==> src/sv/sha256_stream_hash_defines.svh <==
// Assertion macros used by the hash engine.
`ifndef SHA256_STREAM_HASH_DEFINES_SVH
`define SHA256_STREAM_HASH_DEFINES_SVH

// Implication checked at every clock edge outside reset.
`define SHA_ASSERT_IMPL(label, clk, rst_n, ante, cons, msg) \
    label: assert property (@(posedge clk) disable iff (!rst_n) (ante) |-> (cons)) \
        else $error(msg);

// Next-cycle implication checked outside reset.
`define SHA_ASSERT_NEXT(label, clk, rst_n, ante, cons, msg) \
    label: assert property (@(posedge clk) disable iff (!rst_n) (ante) |=> (cons)) \
        else $error(msg);

`endif

==> src/sv/sha_pkg.sv <==
// Package with the types, constants and functions of the SHA-256 stream hash.
package sha_pkg;

    // Command passed from the front end to the compression engine.
    typedef enum logic [1:0] {
        CMD_DATA  = 2'd0,
        CMD_FINAL = 2'd1
    } sha_cmd_t;

    // One queued item between front end and engine.
    typedef struct packed {
        sha_cmd_t    cmd;
        logic [7:0]  data;
        logic        present;
    } sha_item_t;

    // Engine states.
    typedef enum logic [2:0] {
        ST_IDLE,
        ST_ROUND,
        ST_UPDATE,
        ST_PAD,
        ST_EMIT
    } sha_state_t;

    localparam logic [60:0] COUNT_MAX = {61{1'b1}};
    localparam logic [7:0]  PAD_BYTE  = 8'h80;

    localparam logic [31:0] INIT_HASH [8] = '{
        32'h6a09e667, 32'hbb67ae85, 32'h3c6ef372, 32'ha54ff53a,
        32'h510e527f, 32'h9b05688c, 32'h1f83d9ab, 32'h5be0cd19
    };

    localparam logic [31:0] ROUND_K [64] = '{
        32'h428a2f98, 32'h71374491, 32'hb5c0fbcf, 32'he9b5dba5,
        32'h3956c25b, 32'h59f111f1, 32'h923f82a4, 32'hab1c5ed5,
        32'hd807aa98, 32'h12835b01, 32'h243185be, 32'h550c7dc3,
        32'h72be5d74, 32'h80deb1fe, 32'h9bdc06a7, 32'hc19bf174,
        32'he49b69c1, 32'hefbe4786, 32'h0fc19dc6, 32'h240ca1cc,
        32'h2de92c6f, 32'h4a7484aa, 32'h5cb0a9dc, 32'h76f988da,
        32'h983e5152, 32'ha831c66d, 32'hb00327c8, 32'hbf597fc7,
        32'hc6e00bf3, 32'hd5a79147, 32'h06ca6351, 32'h14292967,
        32'h27b70a85, 32'h2e1b2138, 32'h4d2c6dfc, 32'h53380d13,
        32'h650a7354, 32'h766a0abb, 32'h81c2c92e, 32'h92722c85,
        32'ha2bfe8a1, 32'ha81a664b, 32'hc24b8b70, 32'hc76c51a3,
        32'hd192e819, 32'hd6990624, 32'hf40e3585, 32'h106aa070,
        32'h19a4c116, 32'h1e376c08, 32'h2748774c, 32'h34b0bcb5,
        32'h391c0cb3, 32'h4ed8aa4a, 32'h5b9cca4f, 32'h682e6ff3,
        32'h748f82ee, 32'h78a5636f, 32'h84c87814, 32'h8cc70208,
        32'h90befffa, 32'ha4506ceb, 32'hbef9a3f7, 32'hc67178f2
    };

    function automatic logic [31:0] rotr(input logic [31:0] x, input int unsigned n);
        rotr = (x >> n) | (x << (32 - n));
    endfunction

endpackage

==> src/sv/sha_front.sv <==
// Front end: accepts items, classifies them and queues them for the engine.
module sha_front (
    input  logic               clk,
    input  logic               rst_n,
    input  logic [7:0]         data_byte,
    input  logic               byte_present,
    input  logic               last_byte,
    input  logic               push,
    output logic               full,
    output sha_pkg::sha_item_t q_item,
    output logic               q_valid,
    input  logic               q_take
);
    import sha_pkg::*;

    localparam int DEPTH = 4;

    sha_item_t  fifo_reg [DEPTH];
    logic [1:0] wr_ptr_reg, rd_ptr_reg;
    logic [2:0] count_reg;
    logic       wr_en, rd_en;
    sha_item_t  item_in;

    // An item with neither byte nor end mark does nothing and is dropped.
    always_comb
    begin
        item_in.cmd     = last_byte ? CMD_FINAL : CMD_DATA;
        item_in.data    = data_byte;
        item_in.present = byte_present;
        full    = (count_reg == 3'(DEPTH));
        wr_en   = push && !full && (byte_present || last_byte);
        q_valid = (count_reg != 3'd0);
        rd_en   = q_take && q_valid;
        q_item  = fifo_reg[rd_ptr_reg];
    end

    // Queue storage.
    always_ff @(posedge clk)
    begin
        if (wr_en)
        begin
            fifo_reg[wr_ptr_reg] <= item_in;
        end
    end

    // Queue pointers.
    always_ff @(posedge clk or negedge rst_n)
    begin
        if (!rst_n)
        begin
            wr_ptr_reg <= '0;
            rd_ptr_reg <= '0;
            count_reg  <= '0;
        end
        else
        begin
            if (wr_en)
            begin
                wr_ptr_reg <= wr_ptr_reg + 2'd1;
            end
            if (rd_en)
            begin
                rd_ptr_reg <= rd_ptr_reg + 2'd1;
            end
            count_reg <= count_reg + 3'(wr_en) - 3'(rd_en);
        end
    end

endmodule

==> src/sv/sha_engine.sv <==
// Back end: gathers bytes into blocks, runs the rounds, pads and emits the digest.
module sha_engine (
    input  logic               clk,
    input  logic               rst_n,
    input  sha_pkg::sha_item_t q_item,
    input  logic               q_valid,
    output logic               q_take,
    output logic [31:0]        digest_word,
    output logic [2:0]         word_index,
    output logic               last_word,
    output logic               empty,
    input  logic               pop
);
    import sha_pkg::*;
    `include "sha256_stream_hash_defines.svh"

    sha_state_t  state_reg, state_next;
    // Block buffer as sixteen big-endian words, written one byte lane at a time.
    logic [31:0] buf_reg [16];
    logic [31:0] w_reg [16];
    logic [31:0] h_reg [8];
    logic [31:0] v_reg [8];
    logic [60:0] cnt_reg;
    logic [5:0]  fill_reg;
    logic [5:0]  rnd_reg;
    logic [2:0]  out_reg;
    // Padding phase: 0 writes 0x80, 1 zeroes to the end, 2 writes any leading zeros and the length, 3 is done.
    logic [1:0]  pad_reg;
    logic [5:0]  pad_idx_reg;
    logic        final_reg;
    logic        two_blk_reg;

    logic        take_data;
    logic [31:0] w_cur, s0, s1, t1, t2, w_new;
    logic [31:0] ea, eb, ec, ee, ef, eg;
    logic [63:0] bit_len;
    logic        do_pop;
    logic [4:0]  fill_lane, pad_lane;

    // Round datapath: one SHA-256 round per cycle.
    always_comb
    begin
        ea = v_reg[0];
        eb = v_reg[1];
        ec = v_reg[2];
        ee = v_reg[4];
        ef = v_reg[5];
        eg = v_reg[6];
        s1 = rotr(w_reg[14], 17) ^ rotr(w_reg[14], 19) ^ (w_reg[14] >> 10);
        s0 = rotr(w_reg[1], 7) ^ rotr(w_reg[1], 18) ^ (w_reg[1] >> 3);
        w_new = s1 + w_reg[9] + s0 + w_reg[0];
        w_cur = (rnd_reg < 6'd16) ? w_reg[0] : w_new;
        t1 = v_reg[7] + (rotr(ee, 6) ^ rotr(ee, 11) ^ rotr(ee, 25))
           + ((ee & ef) ^ (~ee & eg)) + ROUND_K[rnd_reg] + w_cur;
        t2 = (rotr(ea, 2) ^ rotr(ea, 13) ^ rotr(ea, 22)) + ((ea & eb) ^ (ea & ec) ^ (eb & ec));
        bit_len = {cnt_reg, 3'b000};
        // Byte 0 of a word sits in its top lane.
        fill_lane = 5'd24 - {fill_reg[1:0], 3'b000};
        pad_lane  = 5'd24 - {pad_idx_reg[1:0], 3'b000};
    end

    // Next state.
    always_comb
    begin
        state_next = state_reg;
        unique case (state_reg)
            ST_IDLE:
            begin
                if (q_valid)
                begin
                    if (q_item.present && fill_reg == 6'd63)
                    begin
                        state_next = ST_ROUND;
                    end
                    else if (q_item.cmd == CMD_FINAL)
                    begin
                        state_next = ST_PAD;
                    end
                end
            end
            ST_ROUND:
            begin
                if (rnd_reg == 6'd63)
                begin
                    state_next = ST_UPDATE;
                end
            end
            ST_UPDATE:
            begin
                if (!final_reg)
                begin
                    state_next = ST_IDLE;
                end
                else if (pad_reg == 2'd3)
                begin
                    state_next = ST_EMIT;
                end
                else
                begin
                    state_next = ST_PAD;
                end
            end
            ST_PAD:
            begin
                if (pad_reg == 2'd2 && pad_idx_reg == 6'd63)
                begin
                    state_next = ST_ROUND;
                end
                else if (pad_reg == 2'd1 && pad_idx_reg == 6'd63 && two_blk_reg)
                begin
                    state_next = ST_ROUND;
                end
            end
            ST_EMIT:
            begin
                if (do_pop && out_reg == 3'd7)
                begin
                    state_next = ST_IDLE;
                end
            end
            default:
            begin
                state_next = ST_IDLE;
            end
        endcase
    end

    // Outputs.
    always_comb
    begin
        take_data   = (state_reg == ST_IDLE) && q_valid;
        q_take      = take_data;
        empty       = (state_reg != ST_EMIT);
        do_pop      = pop && !empty;
        digest_word = h_reg[out_reg];
        word_index  = out_reg;
        last_word   = (out_reg == 3'd7);
    end

    // Block buffer memory, one byte written per cycle while bytes are taken or padding runs.
    always_ff @(posedge clk)
    begin
        if (take_data && q_item.present)
        begin
            buf_reg[fill_reg[5:2]][fill_lane +: 8] <= q_item.data;
        end
        else if (state_reg == ST_PAD)
        begin
            if (pad_reg == 2'd0)
            begin
                buf_reg[fill_reg[5:2]][fill_lane +: 8] <= PAD_BYTE;
            end
            else if (pad_reg == 2'd1 && pad_idx_reg != fill_reg)
            begin
                // The pad byte itself stays when it landed in the last slot.
                buf_reg[pad_idx_reg[5:2]][pad_lane +: 8] <= 8'h00;
            end
            else if (pad_reg == 2'd2)
            begin
                buf_reg[pad_idx_reg[5:2]][pad_lane +: 8] <= (pad_idx_reg < 6'd56) ? 8'h00
                    : bit_len[{~pad_idx_reg[2:0], 3'b000} +: 8];
            end
        end
    end

    // Schedule window and working variables.
    always_ff @(posedge clk)
    begin
        if (state_next == ST_ROUND && state_reg != ST_ROUND)
        begin
            for (int i = 0; i < 16; i++)
            begin
                if (state_reg == ST_IDLE && i == 15)
                begin
                    w_reg[i] <= {buf_reg[15][31:8], q_item.data};
                end
                else if (state_reg == ST_PAD && pad_reg == 2'd2 && i == 15)
                begin
                    w_reg[i] <= bit_len[31:0];
                end
                else if (state_reg == ST_PAD && pad_reg == 2'd2 && i == 14)
                begin
                    w_reg[i] <= bit_len[63:32];
                end
                else if (state_reg == ST_PAD && i == 15)
                begin
                    // The last byte is being zeroed this cycle unless it holds the pad byte.
                    w_reg[i] <= {buf_reg[15][31:8],
                                 (fill_reg == 6'd63) ? buf_reg[15][7:0] : 8'h00};
                end
                else
                begin
                    w_reg[i] <= buf_reg[i];
                end
            end
            for (int i = 0; i < 8; i++)
            begin
                v_reg[i] <= h_reg[i];
            end
        end
        else if (state_reg == ST_ROUND)
        begin
            for (int i = 0; i < 15; i++)
            begin
                w_reg[i] <= w_reg[i+1];
            end
            w_reg[15] <= w_cur;
            v_reg[7] <= v_reg[6];
            v_reg[6] <= v_reg[5];
            v_reg[5] <= v_reg[4];
            v_reg[4] <= v_reg[3] + t1;
            v_reg[3] <= v_reg[2];
            v_reg[2] <= v_reg[1];
            v_reg[1] <= v_reg[0];
            v_reg[0] <= t1 + t2;
        end
    end

    // Control registers and chaining hash.
    always_ff @(posedge clk or negedge rst_n)
    begin
        if (!rst_n)
        begin
            state_reg   <= ST_IDLE;
            cnt_reg     <= '0;
            fill_reg    <= '0;
            rnd_reg     <= '0;
            out_reg     <= '0;
            pad_reg     <= '0;
            pad_idx_reg <= '0;
            final_reg   <= 1'b0;
            two_blk_reg <= 1'b0;
            for (int i = 0; i < 8; i++)
            begin
                h_reg[i] <= INIT_HASH[i];
            end
        end
        else
        begin
            state_reg <= state_next;
            if (take_data)
            begin
                if (q_item.present)
                begin
                    fill_reg <= fill_reg + 6'd1;
                    if (cnt_reg != COUNT_MAX)
                    begin
                        cnt_reg <= cnt_reg + 61'd1;
                    end
                end
                final_reg <= (q_item.cmd == CMD_FINAL);
                pad_reg   <= '0;
            end
            if (state_reg == ST_ROUND)
            begin
                rnd_reg <= rnd_reg + 6'd1;
            end
            if (state_reg == ST_UPDATE)
            begin
                for (int i = 0; i < 8; i++)
                begin
                    h_reg[i] <= h_reg[i] + v_reg[i];
                end
                if (final_reg && two_blk_reg)
                begin
                    // Second padding block: zeros then length.
                    two_blk_reg <= 1'b0;
                    pad_reg     <= 2'd2;
                    pad_idx_reg <= '0;
                end
            end
            if (state_reg == ST_PAD)
            begin
                unique case (pad_reg)
                    2'd0:
                    begin
                        two_blk_reg <= (fill_reg >= 6'd56);
                        pad_idx_reg <= (fill_reg == 6'd63) ? 6'd63 : fill_reg + 6'd1;
                        pad_reg     <= 2'd1;
                    end
                    2'd1:
                    begin
                        if (pad_idx_reg == 6'd63)
                        begin
                            // With two blocks the update after this one starts the second.
                            if (!two_blk_reg)
                            begin
                                pad_reg     <= 2'd2;
                                pad_idx_reg <= 6'd56;
                            end
                        end
                        else
                        begin
                            pad_idx_reg <= pad_idx_reg + 6'd1;
                        end
                    end
                    2'd2:
                    begin
                        if (pad_idx_reg == 6'd63)
                        begin
                            pad_reg <= 2'd3;
                        end
                        else
                        begin
                            pad_idx_reg <= pad_idx_reg + 6'd1;
                        end
                    end
                    default:
                    begin
                        pad_reg <= pad_reg;
                    end
                endcase
            end
            if (state_reg == ST_UPDATE && final_reg && pad_reg == 2'd3)
            begin
                out_reg <= '0;
            end
            if (do_pop)
            begin
                out_reg <= out_reg + 3'd1;
                if (out_reg == 3'd7)
                begin
                    // Back to the reset state for the next message.
                    cnt_reg     <= '0;
                    fill_reg    <= '0;
                    final_reg   <= 1'b0;
                    two_blk_reg <= 1'b0;
                    for (int i = 0; i < 8; i++)
                    begin
                        h_reg[i] <= INIT_HASH[i];
                    end
                end
            end
        end
    end

    `SHA_ASSERT_IMPL(a_take_idle, clk, rst_n, q_take, state_reg == ST_IDLE, "take outside idle")
    `SHA_ASSERT_NEXT(a_round_run, clk, rst_n, state_reg == ST_ROUND && rnd_reg != 6'd63,
        state_reg == ST_ROUND, "round loop broke early")
    `SHA_ASSERT_IMPL(a_emit_index, clk, rst_n, !empty, last_word == (word_index == 3'd7),
        "last word mismatch")

endmodule

==> src/sv/sha256_stream_hash.sv <==
// SHA-256 of a byte stream: at most one byte per item in, eight 32-bit digest words out.
// The front queue takes an item per cycle while it has room (four entries); the
// engine writes one byte per cycle into the 64-byte buffer while it is idle and,
// on each full block, runs the compression at one round per cycle, taking no new
// bytes until it is done. At the end mark the padding is written one byte per
// cycle into the buffer (with a second compression when fewer than nine bytes
// are free) before the eight words appear in order, the last with last_word set.
module sha256_stream_hash (
    input  logic        clk,
    input  logic        rst_n,
    input  logic [7:0]  data_byte,
    input  logic        byte_present,
    input  logic        last_byte,
    input  logic        push,
    output logic        full,
    output logic [31:0] digest_word,
    output logic [2:0]  word_index,
    output logic        last_word,
    output logic        empty,
    input  logic        pop
);
    import sha_pkg::*;

    sha_item_t q_item;
    logic      q_valid;
    logic      q_take;

    sha_front u_front (
        .clk          (clk),
        .rst_n        (rst_n),
        .data_byte    (data_byte),
        .byte_present (byte_present),
        .last_byte    (last_byte),
        .push         (push),
        .full         (full),
        .q_item       (q_item),
        .q_valid      (q_valid),
        .q_take       (q_take)
    );

    sha_engine u_engine (
        .clk         (clk),
        .rst_n       (rst_n),
        .q_item      (q_item),
        .q_valid     (q_valid),
        .q_take      (q_take),
        .digest_word (digest_word),
        .word_index  (word_index),
        .last_word   (last_word),
        .empty       (empty),
        .pop         (pop)
    );

endmodule
==> config.mk <==
export PLATFORM = sky130hd
export DESIGN_NAME = sha256_stream_hash
export DESIGN_NICKNAME = d
export VERILOG_FILES = /design/src/sv/sha_pkg.sv /design/src/sv/sha_front.sv /design/src/sv/sha_engine.sv /design/src/sv/sha256_stream_hash.sv
export VERILOG_INCLUDE_DIRS = /design/src /design/src/sv
export SDC_FILE = /design/constraint.sdc
export NUM_CORES = 2
export LEC_CHECK = 0
export BUFFER_PORTS_ARGS = -buffer_cell sky130_fd_sc_hd__buf_2
export CAP_MARGIN = 20
export CORE_AREA = 4 4 288 572
export DETAILED_ROUTE_END_ITERATION = 10
export DIE_AREA = 0 0 292 576
export GPL_TIMING_DRIVEN = 0
export PLACE_DENSITY = 0.78
export SLEW_MARGIN = 20
export SYNTH_ARGS = -nofsm -noshare
export SYNTH_HDL_FRONTEND = slang
export SYNTH_SLANG_ARGS = --single-unit
export TNS_END_PERCENT = 5
==> constraint.sdc <==
create_clock -name clk -period 23.3 [get_ports clk]
set_clock_uncertainty 0.1 [all_clocks]
set_input_delay 4.66 -clock clk [delete_from_list [all_inputs] [get_ports clk]]
set_output_delay 4.66 -clock clk [all_outputs]
set_load 0.01 [all_outputs]
==> run_results.csv, run 1 <==
group,metric,value,unit
clock_network,cts_buffer_depth,4,
yosys,async_flop_share,21.05,%
place,place_area,100800,sq um
yosys,yosysTopAreaCell,"edfxtp_1",
clock_network,postCtsSetupBuffers,0,
yosys,synthFlopType,"edfxtp_1",
global_routing,grt_overflow,373,
place,place.gp.congestion,1.122,
clock_network,cts_hold_buf,0,
clock_network,cts_max_level,4,
floorplan,die_h,576,um
floorplan,rows,208,
floorplan,ios,52,
global_routing,grtUsageTotal,66.75,%
clock_network,cts.sinks,1672,
yosys,synthTopCellsByArea,"edfxtp_1 (41%), nand2_1 (9.9%), dfrtp_1 (5.7%)",
place,io_buffers,51,
global_routing,grt_pass1_wl,798000,um
global_routing,grt_pass1_vias,93690,
place,dp_cells,11540,
yosys,yosysWarnings,0,
run_status,stop_stage,"global routing (5_1_grt)",
yosys,synth-edff-count,1320,
yosys,syn_inst,9294,
yosys,syn_nets,9930,
floorplan,die_w,292,um
clock_network,ctsResizeCount,0,
run_status,toolErrorMsg,"[ERROR GRT-0116] Global routing finished with congestion. Check the congestion regions in the DRC Viewer.",
yosys,seq_area_frac_synth,50.82,%
yosys,mappedNetlistArea,95660,sq um
global_routing,grt_max_degree,90,
clock_network,numCtsBuffers,157,
yosys,ys_ff_latch,1672,
yosys,synth_top_cell_area_share,41.43,%
yosys,synthDistinctLibCells,90,
place,dp_hpwl,359300,um
yosys,syn_area_per_cell,10.29,sq um
run_status,status,"aborted with a tool error",
clock_network,cts_root_buffer,"clkbuf_16",
floorplan,initial_core_util,59.58,%
[logic make-up after synthesis]
group	share of synthesized area [%]
flip-flops	50.82
AND/OR/NAND/NOR	15.38
buffers and inverters	3.291
XOR/XNOR	5.740
adder cells (fa/ha/maj)	9.867
multiplexers	3.318
AO/OA/AOI/OAI	11.59
[layer usage]
metal,global-route usage [%],GRT overflow
met5,10.67,1
met4,76.85,174
met3,41.20,5
met2,91.53,190
met1,62.13,3
[through the flow]
step,util [%],worst slack (ns)
floorplan,-,3.848
global placement,61.37,-11.09
detailed placement,62.79,9.672
CTS,65.91,9.617
[synthesized netlist by cell type, types with 16 or more instances]
cell	n
a211oi_1	65
xor2_1	238
o31ai_1	31
xnor2_1	389
a22oi_1	38
mux2_2	49
and4_1	20
edfxtp_1	1320
o22ai_1	33
a21boi_0	17
ha_1	424
o21ai_0	438
a21oi_1	511
nand4_1	38
o211ai_1	102
mux4_2	92
o21a_1	61
and2_1	16
or3_1	40
o21bai_1	47
nand2_1	2531
inv_1	368
a31oi_1	59
maj3_1	17
fa_1	198
a211o_1	19
nand2b_1	72
nand3_1	130
nor2b_1	46
mux2i_1	55
nor2_1	425
dfrtp_1	216
buf_1	37
a21o_1	196
clkbuf_1	412
dfstp_2	136
nor3_1	79
a22o_1	17
and3_1	76
==> run 2, diff against run 1 <==
--- a/config.mk
+++ b/config.mk
@@ -8,11 +8,11 @@
 export LEC_CHECK = 0
 export BUFFER_PORTS_ARGS = -buffer_cell sky130_fd_sc_hd__buf_2
 export CAP_MARGIN = 20
-export CORE_AREA = 4 4 288 572
+export CORE_AREA = 4 4 495 497
 export DETAILED_ROUTE_END_ITERATION = 10
-export DIE_AREA = 0 0 292 576
+export DIE_AREA = 0 0 499 501
 export GPL_TIMING_DRIVEN = 0
-export PLACE_DENSITY = 0.78
+export PLACE_DENSITY_LB_ADDON = 0.15
 export SLEW_MARGIN = 20
 export SYNTH_ARGS = -nofsm -noshare
 export SYNTH_HDL_FRONTEND = slang
==> run 2 against run 1 <==
Compared with the run above:
- the flow now finishes without violations
- synthesized area is the same
- synthesized cell count did not move
==> run_results.csv, run 2 <==
group,metric,value,unit
yosys,yosysTopAreaCell,"edfxtp_1",
setup_path,crit_path_max_fanout,10,
yosys,synth_commonest_cells,"nand2_1 (2531), edfxtp_1 (1320), a21oi_1 (511), o21ai_0 (438), nor2_1 (425)",
yosys,synth_xor_area_share,5.740,%
timing,timing.setup.tns,0,ns
routing,drt_wl_total,396800,um
floorplan,ios,52,
routing,via_per_inst,5.809,
yosys,mappedNetlistArea,95660,sq um
timing,max_slew_margin,15.63,%
layout,final_cell_mix,"nand2_1 (2529), edfxtp_1 (1320), a21oi_1 (507)",
layout,design_area,108500,sq um
yosys,async_flop_share,21.05,%
clock_network,cts_tree,"yes",
timing,hold_viol,0,
routing,drc,0,
routing,vias,75350,
floorplan,die_w,499,um
clock_network,cts_hold_buf,0,
yosys,syn_nets,9930,
layout,nNetsFinal,10250,
setup_path,startpoint_type,"flop",
hold_path,min_path_type,"flop to flop",
clock_network,ctsResizeCount,0,
global_routing,grtUsageTotal,31.11,%
yosys,synthFlopType,"edfxtp_1",
setup_path,slowest_stage,"xnor2_1",
timing,fin_ws,9.588,ns
place,io_buffers,51,
routing,ant_nets,0,
clock_network,worst_skew_pair.late_latency,0.89,ns
timing,fmax,72.93,MHz
floorplan,initial_core_util,39.81,%
layout,layout_commonest_cell,"nand2_1",
clock_network,numCtsBuffers,187,
setup_path,arrival,14.21,ns
yosys,synth-simple-area-share,15.38,%
clock_network,cts.sinks,1672,
place,dp_slack,10.10,ns
yosys,synth.most_common_cell,"nand2_1",
timing,max_slew.worst_pin.slew,1.266,ns
routing,first_iter_violations,8908,
timing,holdWs,0.3782,ns
clock_network,cts_max_level,4,
setup_path,crit_type,"flop to flop",
global_routing,grt_pass1_vias,72270,
timing,period_share,58.85,%
yosys,synthTopCellsByArea,"edfxtp_1 (41%), nand2_1 (9.9%), dfrtp_1 (5.7%)",
yosys,synth_top_cell_area_share,41.43,%
global_routing,grt_overflow,0,
yosys,synthDistinctLibCells,90,
setup_path,crit_top_cell,"inv_1",
place,dp_hpwl,306100,um
global_routing,antenna_found_initial,23,
place,place.gp.congestion,1.011,
clock_network,cts_root_buffer,"clkbuf_16",
yosys,ys_ff_latch,1672,
floorplan,core,240300,sq um
yosys,synth_fa_ha_area_share,9.867,%
yosys,yosysWarnings,0,
floorplan,rows,180,
clock_network,postCtsSetupBuffers,0,
setup_path,worstPathRequired,23.80,ns
setup_path,cp_slowest_stage_delay,0.83,ns
layout,drive_gt1_share,8.714,%
yosys,synth-edff-count,1320,
yosys,syn_area_per_cell,10.29,sq um
run,maxCapViolations,0,
clock_network,clk_pin_slew,0.06,ns
global_routing,grt_max_degree,91,
yosys,synth_compound_area_share,11.59,%
run_status,status,"complete, no violations",
timing,rsz0062_at_grt,"no",
timing,min_period,13.71,ns
yosys,yosys-mux-area-fraction,3.318,%
yosys,seq_area_frac_synth,50.82,%
setup_path,end_kind,"flop",
timing,drv_slew,0,
clock_network,cts_buffer_depth,3,
global_routing,grt_pass1_wl,552300,um
floorplan,die_h,501,um
yosys,synth_top_family_by_area,"simple AND/OR/NAND/NOR gates",
layout,syn2layout_area_growth,13.46,%
place,place_area,102200,sq um
routing,first_pass_iters,7,
yosys,syn_inst,9294,
floorplan,dieArea,250000,sq um
routing,post_drt_wl_per_cell,30.59,um
timing,finalSetupViolCount,0,
[run 2: cell counts after synthesis]
No cell type changed its count.
[run 2: cell families (layout without fill, tap and decap cells)]
group                      after synthesis  in the layout
and+or+nand+nor                       3550           3550
AOI/OAI and AO/OA                     1778           1778
DFF                                   1672           1672
buffers and inverters                  832           1315
adders and majority gates              639            639
xor gates and xnor gates               627            627
muxes                                  196            196
other                                    0              9
[run 2: worst paths after layout]
| check | slack [ns] | from | endpoint | cells past startpoint |
|---|---|---|---|---|
| max | 9.59 | u_engine.rnd_reg[1]$_DFFE_PN0P_ | u_engine.v_reg[0][31]$_DFFE_PP_ | 39 |
| min | 0.38 | u_engine.buf_reg[13][27]$_DFFE_PP_ | u_engine.w_reg[0][443]$_DFFE_PP_ | 2 |
| max reg2reg | 9.59 | u_engine.rnd_reg[1]$_DFFE_PN0P_ | u_engine.v_reg[0][31]$_DFFE_PP_ | 39 |
| min reg2reg | 0.38 | u_engine.buf_reg[13][27]$_DFFE_PP_ | u_engine.w_reg[0][443]$_DFFE_PP_ | 2 |
| max in group asynchronous | 18.07 | rst_n | u_engine.h_reg[11]$_DFF_PN1_ | 3 |
| min in group asynchronous | 3.65 | rst_n | u_engine.h_reg[248]$_DFF_PN0_ | 1 |
[run 2: through the flow]
| stage | util, % | std cells |
|---|---|---|
| after floorplan | - | 9294 |
| after global placement | 41.57 | 12530 |
| after detailed placement | 42.51 | 12610 |
| after CTS | 45.14 | 12960 |
| after global routing | 45.16 | 12960 |
| final | 45.17 | 12970 |
[run 2: area by class of cell]
class / count / area [sq um]
diodes: 9 / 22.52
plain buffers: 462 / 1836
clock buffers: 245 / 5090
clock inverters: 107 / 1230
fillers: 22720 / 131800
inverters: 370 / 1389
multi-input cells: 6790 / 44310
flip-flops and latches: 1672 / 48620
well taps: 3185 / 3985
repair buffers: 131 / 2064
[run 2: metal layers]
layer  wire, um  vias to the layer above  track usage, %
li1           -                    33240               -
met1     160800                    37720           41.23
met2     180400                     3604           49.40
met3      31560                      776           5.284
met4      23840                       12           15.56
met5        273                        -               0
[run 2: critical path: cells and delay by family, from the launching register on]
| kind | cells | cell delay [ns] |
|---|---|---|
| DFF | 1 | 0.67 |
| adders and majority gates | 7 | 3.24 |
| xor gates and xnor gates | 3 | 1.44 |
| and+or+nand+nor | 7 | 2.19 |
| AOI/OAI and AO/OA | 15 | 3.66 |
| buffers and inverters | 7 | 2.16 |
Power of run 2 is not shown: default switching activity piles up to over one toggle a cycle in this logic, so the estimate is an artifact.
